--- src/rtl/core/imtr_pkg.sv ---
// Package: constants and word types of the interval min/max/average tracker.
`timescale 1ns / 1ps
package imtr_pkg;

  localparam int TIMER_PERIOD = 255;
  localparam int AVG_WINDOW   = 255;

  localparam logic [7:0]  TIMER_PERIOD_LO = 8'(TIMER_PERIOD);
  localparam logic [16:0] AVG_WINDOW_W    = 17'(AVG_WINDOW);
  localparam logic [16:0] AVG_DIV_W       = 17'(AVG_WINDOW + 1);

  localparam logic CMD_SNAPSHOT = 1'b0;
  localparam logic CMD_RESTART  = 1'b1;

  typedef struct packed {
    logic       cmd;
    logic [7:0] timer_value;
  } imtr_in_t;

  typedef struct packed {
    logic [7:0] elapsed_ticks;
    logic [7:0] min_ticks;
    logic [7:0] max_ticks;
    logic [7:0] avg_ticks;
    logic       avg_updated;
  } imtr_res_t;

endpackage

--- src/rtl/core/imtr_if.sv ---
// Interfaces: input and result channels with valid/ready handshake.
`timescale 1ns / 1ps
interface imtr_in_if;
  logic       valid;
  logic       ready;
  logic       cmd;
  logic [7:0] timer_value;

  modport source (output valid, cmd, timer_value, input ready);
  modport sink   (input valid, cmd, timer_value, output ready);
endinterface

interface imtr_out_if;
  logic       valid;
  logic       ready;
  logic [7:0] elapsed_ticks;
  logic [7:0] min_ticks;
  logic [7:0] max_ticks;
  logic [7:0] avg_ticks;
  logic       avg_updated;

  modport source (output valid, elapsed_ticks, min_ticks, max_ticks, avg_ticks, avg_updated,
                  input ready);
  modport sink   (input valid, elapsed_ticks, min_ticks, max_ticks, avg_ticks, avg_updated,
                  output ready);
endinterface

--- src/rtl/core/imtr_in_reg.sv ---
// Input register: holds one accepted word until the update stage takes it.
`timescale 1ns / 1ps
module imtr_in_reg import imtr_pkg::*; (
  input  logic     clk_i,
  input  logic     rst_ni,
  input  logic     valid_i,
  output logic     ready_o,
  input  imtr_in_t word_i,
  output logic     valid_o,
  input  logic     ready_i,
  output imtr_in_t word_o
);

  logic     valid_q, valid_d;
  imtr_in_t word_q;

  assign ready_o = !valid_q || ready_i;
  assign valid_d = ready_o ? valid_i : valid_q;

  always_ff @(posedge clk_i or negedge rst_ni) begin
    if (!rst_ni) begin
      valid_q <= 1'b0;
    end else begin
      valid_q <= valid_d;
    end
  end

  always_ff @(posedge clk_i) begin
    if (ready_o && valid_i) begin
      word_q <= word_i;
    end
  end

  assign valid_o = valid_q;
  assign word_o  = word_q;

endmodule

--- src/rtl/core/imtr_core.sv ---
// Update stage: statistics state, one-pass update and result register.
`timescale 1ns / 1ps
module imtr_core import imtr_pkg::*; (
  input  logic      clk_i,
  input  logic      rst_ni,
  input  logic      valid_i,
  output logic      ready_o,
  input  imtr_in_t  word_i,
  output logic      valid_o,
  input  logic      ready_i,
  output imtr_res_t res_o
);

  logic        pending_q, pending_d;
  logic [7:0]  prev_q, prev_d;
  logic [7:0]  min_q, min_d;
  logic [7:0]  max_q, max_d;
  logic [7:0]  avg_q, avg_d;
  logic [15:0] sum_q, sum_d;
  logic [8:0]  count_q, count_d;
  logic        out_valid_q, out_valid_d;
  imtr_res_t   res_q, res_d;

  logic        take;
  logic [7:0]  elapsed;
  logic [16:0] sum_wide;
  logic [15:0] sum_sat;
  logic [8:0]  count_inc;
  logic [16:0] quot;
  logic        window_done;

  assign ready_o = !out_valid_q || ready_i;
  assign take    = valid_i && ready_o;

  always_comb begin
    elapsed     = (word_i.timer_value >= prev_q) ? word_i.timer_value - prev_q
                : TIMER_PERIOD_LO - (prev_q - word_i.timer_value);
    sum_wide    = {1'b0, sum_q} + {9'b0, elapsed};
    sum_sat     = sum_wide[16] ? 16'hFFFF : sum_wide[15:0];
    count_inc   = count_q + 9'd1;
    window_done = {8'b0, count_inc} > AVG_WINDOW_W;
    quot        = {1'b0, sum_sat} / AVG_DIV_W;
  end

  always_comb begin
    pending_d = pending_q;
    prev_d    = prev_q;
    min_d     = min_q;
    max_d     = max_q;
    avg_d     = avg_q;
    sum_d     = sum_q;
    count_d   = count_q;
    res_d     = res_q;
    res_d.elapsed_ticks = 8'd0;
    res_d.avg_updated   = 1'b0;
    if (word_i.cmd == CMD_RESTART) begin
      pending_d = 1'b1;
    end else if (pending_q) begin
      pending_d = 1'b0;
      prev_d    = word_i.timer_value;
      min_d     = TIMER_PERIOD_LO;
      max_d     = 8'd0;
      avg_d     = 8'd0;
      sum_d     = 16'd0;
      count_d   = 9'd0;
    end else begin
      prev_d = word_i.timer_value;
      res_d.elapsed_ticks = elapsed;
      if (elapsed < min_q) begin
        min_d = elapsed;
      end
      if (elapsed > max_q) begin
        max_d = elapsed;
      end
      if (window_done) begin
        avg_d   = (quot > 17'd255) ? 8'hFF : quot[7:0];
        sum_d   = 16'd0;
        count_d = 9'd0;
        res_d.avg_updated = 1'b1;
      end else begin
        sum_d   = sum_sat;
        count_d = count_inc;
      end
    end
    res_d.min_ticks = min_d;
    res_d.max_ticks = max_d;
    res_d.avg_ticks = avg_d;
  end

  assign out_valid_d = ready_o ? valid_i : out_valid_q;

  always_ff @(posedge clk_i or negedge rst_ni) begin
    if (!rst_ni) begin
      pending_q   <= 1'b1;
      prev_q      <= 8'd0;
      min_q       <= 8'd0;
      max_q       <= 8'd0;
      avg_q       <= 8'd0;
      sum_q       <= 16'd0;
      count_q     <= 9'd0;
      out_valid_q <= 1'b0;
    end else begin
      out_valid_q <= out_valid_d;
      if (take) begin
        pending_q <= pending_d;
        prev_q    <= prev_d;
        min_q     <= min_d;
        max_q     <= max_d;
        avg_q     <= avg_d;
        sum_q     <= sum_d;
        count_q   <= count_d;
      end
    end
  end

  always_ff @(posedge clk_i) begin
    if (take) begin
      res_q <= res_d;
    end
  end

  assign valid_o = out_valid_q;
  assign res_o   = res_q;

endmodule

--- src/rtl/core/interval_min_max_average_tracker.sv ---
// Interval min/max/average tracker: measures intervals between timer snapshots and keeps
// running minimum, maximum and windowed average. One word is accepted per clock when the
// result side keeps up; each accepted word passes through the input register, then the update
// stage with its result register. The statistics update for a word is a single
// compare/add/shift pass, so consecutive words see each other's state with no gap. Words
// with cmd = 1 request a restart; the next snapshot then reinitializes.
`timescale 1ns / 1ps
module interval_min_max_average_tracker import imtr_pkg::*; (
  input  logic            clk_i,
  input  logic            rst_ni,
  imtr_in_if.sink         in_i,
  imtr_out_if.source      out_o
);

  imtr_in_t  in_word;
  imtr_in_t  stage_word;
  logic      stage_valid;
  logic      stage_ready;
  imtr_res_t res;

  assign in_word.cmd         = in_i.cmd;
  assign in_word.timer_value = in_i.timer_value;

  imtr_in_reg u_in_reg (
    .clk_i   (clk_i),
    .rst_ni  (rst_ni),
    .valid_i (in_i.valid),
    .ready_o (in_i.ready),
    .word_i  (in_word),
    .valid_o (stage_valid),
    .ready_i (stage_ready),
    .word_o  (stage_word)
  );

  imtr_core u_core (
    .clk_i   (clk_i),
    .rst_ni  (rst_ni),
    .valid_i (stage_valid),
    .ready_o (stage_ready),
    .word_i  (stage_word),
    .valid_o (out_o.valid),
    .ready_i (out_o.ready),
    .res_o   (res)
  );

  assign out_o.elapsed_ticks = res.elapsed_ticks;
  assign out_o.min_ticks     = res.min_ticks;
  assign out_o.max_ticks     = res.max_ticks;
  assign out_o.avg_ticks     = res.avg_ticks;
  assign out_o.avg_updated   = res.avg_updated;

endmodule

--- src/flat_wrapper.sv ---
// flat-port wrapper written by rule: the top's interface ports become plain ports
module interval_min_max_average_tracker_flat import imtr_pkg::*;
  (clk_i, rst_ni, in_i_valid, in_i_cmd, in_i_timer_value, in_i_ready, out_o_valid, out_o_elapsed_ticks, out_o_min_ticks, out_o_max_ticks, out_o_avg_ticks, out_o_avg_updated, out_o_ready);
  imtr_in_if in_i_i ();
  imtr_out_if out_o_i ();
  input  logic clk_i;
  input  logic rst_ni;
  input wire logic [$bits(in_i_i.valid)-1:0] in_i_valid;
  input wire logic [$bits(in_i_i.cmd)-1:0] in_i_cmd;
  input wire logic [$bits(in_i_i.timer_value)-1:0] in_i_timer_value;
  output wire logic [$bits(in_i_i.ready)-1:0] in_i_ready;
  output wire logic [$bits(out_o_i.valid)-1:0] out_o_valid;
  output wire logic [$bits(out_o_i.elapsed_ticks)-1:0] out_o_elapsed_ticks;
  output wire logic [$bits(out_o_i.min_ticks)-1:0] out_o_min_ticks;
  output wire logic [$bits(out_o_i.max_ticks)-1:0] out_o_max_ticks;
  output wire logic [$bits(out_o_i.avg_ticks)-1:0] out_o_avg_ticks;
  output wire logic [$bits(out_o_i.avg_updated)-1:0] out_o_avg_updated;
  input wire logic [$bits(out_o_i.ready)-1:0] out_o_ready;
  assign in_i_i.valid = in_i_valid;
  assign in_i_i.cmd = in_i_cmd;
  assign in_i_i.timer_value = in_i_timer_value;
  assign in_i_ready = in_i_i.ready;
  assign out_o_valid = out_o_i.valid;
  assign out_o_elapsed_ticks = out_o_i.elapsed_ticks;
  assign out_o_min_ticks = out_o_i.min_ticks;
  assign out_o_max_ticks = out_o_i.max_ticks;
  assign out_o_avg_ticks = out_o_i.avg_ticks;
  assign out_o_avg_updated = out_o_i.avg_updated;
  assign out_o_i.ready = out_o_ready;
  interval_min_max_average_tracker u_core (.clk_i(clk_i), .rst_ni(rst_ni), .in_i(in_i_i), .out_o(out_o_i));
endmodule
--- config.mk ---
export PLATFORM = sky130hd
export DESIGN_NAME = interval_min_max_average_tracker_flat
export DESIGN_NICKNAME = d
export VERILOG_FILES = /design/src/rtl/core/imtr_pkg.sv /design/src/rtl/core/imtr_if.sv /design/src/rtl/core/imtr_in_reg.sv /design/src/rtl/core/imtr_core.sv /design/src/rtl/core/interval_min_max_average_tracker.sv /design/src/flat_wrapper.sv
export SDC_FILE = /design/constraint.sdc
export NUM_CORES = 1
export LEC_CHECK = 0
export BUFFER_PORTS_ARGS = -buffer_cell sky130_fd_sc_hd__buf_2
export CORE_UTILIZATION = 62
export CTS_BUF_LIST = sky130_fd_sc_hd__clkbuf_2 sky130_fd_sc_hd__clkbuf_4 sky130_fd_sc_hd__clkbuf_8
export DETAILED_ROUTE_END_ITERATION = 10
export PLACE_DENSITY = 0.83
export RECOVER_POWER = 50
export SYNTH_ARGS = -nofsm -noshare
export SYNTH_HDL_FRONTEND = slang
export SYNTH_HIERARCHICAL = 1
export SYNTH_SLANG_ARGS = --single-unit
export TNS_END_PERCENT = 5
--- constraint.sdc ---
create_clock -name clk_i -period 5.35 [get_ports clk_i]
set_input_delay 1.07 -clock clk_i [delete_from_list [all_inputs] [get_ports clk_i]]
set_output_delay 1.07 -clock clk_i [all_outputs]
set_load 0.02 [all_outputs]
## Yosys cells after proc, flatten, opt, wreduce, memory -nomap -nowiden

Index checks and enable logic that the tools add are counted.

- Reductions and logical operators: 8
- Order comparisons: 5
- Muxes and demuxes: 18
- Bitwise gates (word level): 1
- Add/subtract/negate cells: 5

Operators by type and width:

| kind | count |
|---|---|
| 2-to-1 mux 8 bit | 11 |
| 2-to-1 mux 16 bit | 3 |
| 2-to-1 mux 9 bit | 2 |
| adder 16 x 8 -> 17 bit | 1 |
| subtractor 8 bit | 2 |
| adder 9 x 1 -> 9 bit, second input constant | 1 |
| > comparator 9 x 8 -> 1 bit, second input constant | 1 |
| >= comparator 8 bit | 1 |
| > comparator 8 bit | 1 |
| > comparator 8 bit, second input constant | 1 |
| < comparator 8 bit | 1 |
| subtractor 8 bit, first input constant | 1 |
| logical AND 1 bit | 2 |
| logical NOT 1 bit | 2 |
| logical OR 1 bit | 2 |
| 2-to-1 mux 1 bit | 2 |
| AND reduction 2 bit | 1 |
| OR reduction 2 bit | 1 |
| inverter 1 bit | 1 |

- Word-level logic and storage cells: 53
- Input port bits: 13
- Bits in registers: 102
- Output and inout port bits: 35

## Logic depth before layout (Yosys ltp)

- Depth after elaboration: 10
- Gate-level depth with buffers: 21
- Depth with buffers taken out: 21

## By module

Netlist, hierarchy kept.

By module, submodules not included:

| module | times used | sequential area each (um^2) | cells an instance | area an instance (um^2) |
|---|---|---|---|---|
| imtr_core | 1 | 2468.6 | 554 | 5405.2 |
| imtr_in_reg | 1 | 295.3 | 13 | 324.1 |

## Worst setup path before layout

No wires, ideal clock.

- Path type: reg2reg
- Start: register u_core.u_in_reg.word_q, in the netlist u_core/u_in_reg/word_o[6]
- End: register u_core.u_core.res_q, in the netlist u_core/u_core/res_o[8], data pin
- Cell stages (with the launch flop): 18
- Arrival time: 4086 ps
- Library setup time: 266 ps
- Required time: 5084 ps
- Path slack: 998 ps
- Clock period less this slack: 4352 ps
- Path buffers: 0
- Cells stage by stage: edfxtp_1 > ha_1 > and3_2 > o21ai_0 > and3_4 > mux2i_1 > o21ai_0 > o211ai_1 > xor2_1 > inv_1 > ha_1 > a21o_1 > a2111o_1 > a31oi_1 > nor2_1 > nand3_1 > mux2i_1 > o211ai_1

- Longest elaborated chain between the ends: 10
- Elaborated cells between the ends (all ways): 12
- Those cells by class: 4 x add/sub; 2 x order compare; 6 x mux

Ends and longest elaborated chain:

| element | line | text |
|---|---|---|
| from (decl) | imtr_in_reg.sv:15 | `imtr_in_t word_q;` |
| from (signal assigned) | imtr_in_reg.sv:30 | `word_q <= word_i;` |
| subtractor 8 bit (2 in series) | imtr_core.sv:37 | `: TIMER_PERIOD_LO - (prev_q - word_i.timer_value);` |
| 2-to-1 mux 8 bit * | imtr_core.sv:36 | `elapsed = (word_i.timer_value >= prev_q) ? word_i.timer_value - prev_q` |
| via u_core.u_core.elapsed[6] | imtr_core.sv:25 | `logic [7:0] elapsed;` |
| adder 16 x 8 -> 17 bit * | imtr_core.sv:38 | `sum_wide = {1'b0, sum_q} + {9'b0, elapsed};` |
| 2-to-1 mux 16 bit * | imtr_core.sv:39 | `sum_sat = sum_wide[16] ? 16'hFFFF : sum_wide[15:0];` |
| > comparator 8 bit | imtr_core.sv:76 | `avg_d = (quot > 17'd255) ? 8'hFF : quot[7:0];` |
| 2-to-1 mux 8 bit * | imtr_core.sv:76 |  |
| 2-to-1 mux 8 bit * | imtr_core.sv:75 | `if (window_done) begin` |
| 2-to-1 mux 8 bit * | imtr_core.sv:58 | `end else if (pending_q) begin` |
| 2-to-1 mux 8 bit * | imtr_core.sv:56 | `if (word_i.cmd == CMD_RESTART) begin` |
| via u_core.u_core.avg_d[7] | imtr_core.sv:18 | `logic [7:0] avg_q, avg_d;` |
| to (signal assigned) | imtr_core.sv:118 | `res_q <= res_d;` |
| to (decl) | imtr_core.sv:22 | `imtr_res_t res_q, res_d;` |

The timed path passes the listed nets; every way through them passes the cells marked *.
A chain may end at the register's enable or synchronous reset.

## Final worst setup path

- Start: register u_core.u_in_reg.word_q, in the netlist u_core/u_in_reg/word_o[6]
- End: register u_core.u_core.res_q, in the netlist u_core/u_core/res_o[7], data pin

- Elaborated cells between the ends (all ways): 12
- Those cells by class: 4 x add/sub; 2 x order compare; 6 x mux

RTL lines:

| element | line |
|---|---|
| >= comparator 8 bit * | imtr_core.sv:36 |
| 2-to-1 mux 8 bit * | imtr_core.sv:36 |
| via u_core.u_core.elapsed[2] | imtr_core.sv:25 |
| adder 16 x 8 -> 17 bit * | imtr_core.sv:38 |
| 2-to-1 mux 16 bit * | imtr_core.sv:39 |
| > comparator 8 bit | imtr_core.sv:76 |
| 2-to-1 mux 8 bit * | imtr_core.sv:76 |
| 2-to-1 mux 8 bit * | imtr_core.sv:75 |
| 2-to-1 mux 8 bit * | imtr_core.sv:58 |
| 2-to-1 mux 8 bit * | imtr_core.sv:56 |
| via u_core.u_core.avg_d[6] | imtr_core.sv:18 |

Marked as above.

==> key figures <==
Status
  – Status: finished with violations
  – Failing checks: design-rule violations, max-capacitance violations, max-slew violations

CTS
  – CTS tree: yes
  – Clk_lat worst skew: between 0.3 and 0.4 ns
  – Clock Sinks: between 100 and 150
  – Clk root buf: clkbuf_8
  – Clock Tree Buf Depth: 2
  – Postcts setup bufs: 0
  – CTS H-tree depth: 3
  – Clock transition at the registers of the reported paths: approximately 0.09 ns
  – TritonCTS Buffers: 9

Power
  – NetSw: around 0.0013 W
  – Flop pwr share: a little over a third
  – Clock Power Share: 14.5%
  – Combinational power share: 49.1%
  – Cell-internal power: about 0.0019 W
  – Peak supply drop: about 250 uV
  – Pwr/cell area: 508 mW/mm2
  – P_leak: ~2.8 nW
  – Net Sw Frac: 41.4%

Global route
  – Grt ovf: 0
  – Vias in the first global route: roughly 4.2k
  – Tot GR Track Use: a little over a quarter
  – Largest net degree at the start of global routing: 61
  – Initial antenna violation count: 0
  – First-pass GRT wire length: between 15000 and 20000 um

Die
  – I/O pin count: 48
  – Die extent in y: approximately 100 um
  – Die Span X: 98.1 um
  – Starting density of the core: 64.7%
  – Core Area: around 0.0088 mm2
  – Site Rows: 34
  – Die area: 0.00963 mm2

Setup path
  – CP startpoint: u_core/u_in_reg/word_o[6]
  – Worst reg2reg path endpoint: u_core/u_core/res_o[7]
  – CP arrival: just over 5 ns
  – CP startpoint kind: flip-flop
  – Worst-path fanout max: 7
  – Reg2reg start: u_core/u_in_reg/word_o[6]
  – CP Capture Type: flip-flop
  – R2R depth: 16
  – Worst setup path endpoint: u_core/u_core/res_o[7]
  – Critical path class: reg -> reg
  – FF-to-FF setup slack: 0.34 ns
  – Crit path required time: ~5.5 ns

Route
  – Drt wl/cell: ~16 um
  – Met2 WL: roughly 5700 um
  – Routed met1 length: 5260 um
  – DR pass1 iterations: 9
  – Final WL: ~12000 um
  – 1st-iter DRT viols: roughly 290
  – Highest Signal Layer: met4
  – Via-to-Cell Ratio: 6.06
  – Remaining antenna violation count: 0
  – Vias: between 4k and 5k
  – Met3 wire length: 693 um
  – Remaining DRCs: 3

Layout
  – Layout Utilization: between 70% and 80%
  – Fin nets: approximately 660
  – Fill count: roughly 660
  – Fin cells: approximately 730
  – Layout cell share with drive strength beyond 1: approximately 15%
  – ANT cells: 0
  – Syn-to-layout area delta: 9.24%

STA
  – Final Skew: approximately 0.017 ns
  – Fmax: about 0.2 GHz
  – Hold Slack: around 0.5 ns
  – Fin Setup TNS: 0 ns
  – Pins over their slew limit: 96
  – Fin crit share: between 90% and 100%
  – Hold Vio Cnt, Final: 0
  – Relative slew slack: -121%
  – Final setup viols: 0
  – Measured slew at the worst slew-check pin: between 3 and 4 ns
  – RSZ-0062 raised after global routing: no
  – Final min period: ~5 ns

Synth
  – Synth cell types: 70
  – Yosys top cell area share: between 20% and 30%
  – Post-synthesis compound-gate area fraction: 18.6%
  – Simple-gate share of the synthesized area: 15.9%
  – #FFs+latches synth: between 100 and 150
  – Synthesized-area fraction occupied by adder cells: between 8 and 9%
  – Number of enable flip-flop cells after synthesis: 42
  – Post-synth top cells: 73 x nand2_1, 59 x dfrtp_1, 47 x o21ai_0
  – Combinational family with the most area after synthesis: compound AO/OA/AOI/OAI gates
  – Most common cell in the netlist: nand2_1
  – Area contributors post-synth: dfrtp_1 26%, edfxtp_1 22%, ha_1 7.9%
  – Predominant post-synthesis flop cell: dfrtp_1
  – Synth area leader: dfrtp_1
  – Avg Inst Size Synth: between 10 and 15 um2
  – Synth Area in XOR/XNOR: under 10%
  – Post-Synthesis Cells: around 570
  – Post-synthesis mux area share: under 10%
  – Mapped cell area: roughly 0.0057 mm2
  – Synth warn: 6
  – Asr flop ratio synth: 58.8%
  – Post-Syn Nets: 619
  – Post-synthesis sequential area ratio: between 40% and 50%

Placed design
  – PortBufs: 47
  – GPL Wtd Cong: 0.912
  – DP Cell Count: ~700
  – HPWL after DPL: between 8000 and 9000 um

Flow run
  – MaxCap Viol Count: 2

Hold path
  – Min-Delay Path Class: reg -> reg
[state kept, by name, indices dropped and copies added (netlist names)]
signal,flops
u_core/u_core/prev_q,8
u_core/u_core/valid_o,1
u_core/u_in_reg/valid_o,1
u_core/u_core/min_q,8
u_core/u_core/res_o,33
u_core/u_in_reg/word_o,9
u_core/u_core/max_q,8
u_core/u_core/pending_q,1
u_core/u_core/avg_q,8
u_core/u_core/sum_q,16
u_core/u_core/count_q,9
[cells in the final DEF (no fill, tap or decap), types with 11 or more instances in the layout]
cell type and instances:
a21oi_1 14, dfrtp_1 59, nand2b_1 11, nor2_1 42
buf_2 43, ha_1 36, inv_1 42, o21ai_0 47
edfxtp_1 42, nand2_1 73
[repair_timing]
item | in CTS | in global routing
endpoints found under the setup margin | 0 | 23
resized for setup | 0 | 2
hold buffers | 0 | 0
[power by group through the flow]
stage | Combinational [W] | Sequential, W | Clock, W
4_1_cts | 0.00154 | 0.00115 | 0.000471
5_1_grt | 0.00173 | 0.00118 | 0.000505
2_1_floorplan | 0.00110 | 0.00120 | 0
6_report | 0.00156 | 0.00116 | 0.000461
3_5_place_dp | 0.00153 | 0.00117 | 0
3_3_place_gp | 0.00147 | 0.00116 | 0
[cell type report]
cell class              instances  area [um2]  share of cell area [%]
multi-input cells             400        2720                    43.4
clock buffers                  10         131                    2.10
flip-flops and latches        102        2760                    44.2
well taps                     108         135                    2.16
repair buffers                 57         298                    4.76
inverters                      42         158                    2.52
clock inverters                 6        55.1                   0.880
[per-stage QoR]
stage	power [W]	instance area (um2)	worst slack, ns
6_report	0.00318	6260	0.339
5_1_grt	0.00342	6260	0.0778
3_3_place_gp	0.00263	6080	0.583
4_1_cts	0.00316	6270	0.239
3_5_place_dp	0.00270	6080	0.306
2_1_floorplan	0.00231	5730	0.998
[cell families after synthesis]
kind of cell	count (synthesis)
flip-flops	102
AO/OA/AOI/OAI	150
adder cells (fa/ha/maj)	39
multiplexers	7
buffers and inverters	65
XOR/XNOR	17
AND/OR/NAND/NOR	187
[worst min-delay path by stage]
stage	cells after the start	end	startpoint
after CTS	2	u_core/u_core/sum_q[4]	u_core/u_core/sum_q[4]
after global placement	2	u_core/u_core/sum_q[7]	u_core/u_core/sum_q[7]
after global routing	2	u_core/u_core/sum_q[4]	u_core/u_core/sum_q[4]
final	2	u_core/u_core/sum_q[4]	u_core/u_core/sum_q[4]
after detailed placement	2	u_core/u_core/sum_q[4]	u_core/u_core/sum_q[4]
after floorplan	2	u_core/u_core/sum_q[7]	u_core/u_core/sum_q[7]
[metal layers]
metal,global-route usage (%),vias up
li1,-,2135
met4,7.69,0
met5,0,-
met3,4.65,18
met2,42.9,154
met1,35.7,2090
[critical path, cell delays in order (launching register included)]
cell and delay, ns:
edfxtp_1 0.41, ha_1 0.38, and3_2 0.21, o21ai_0 0.43
and3_4 0.32, mux2i_1 0.35, xor2_1 0.34, inv_1 0.24
ha_1 0.38, nand3b_1 0.10, a21boi_0 0.21, o21ai_0 0.13
a211o_1 0.37, nor2_1 0.15, nand2_1 0.09, mux2i_1 0.17
o311ai_0 0.48
No activity file was read; power rests on OpenSTA's default activity.
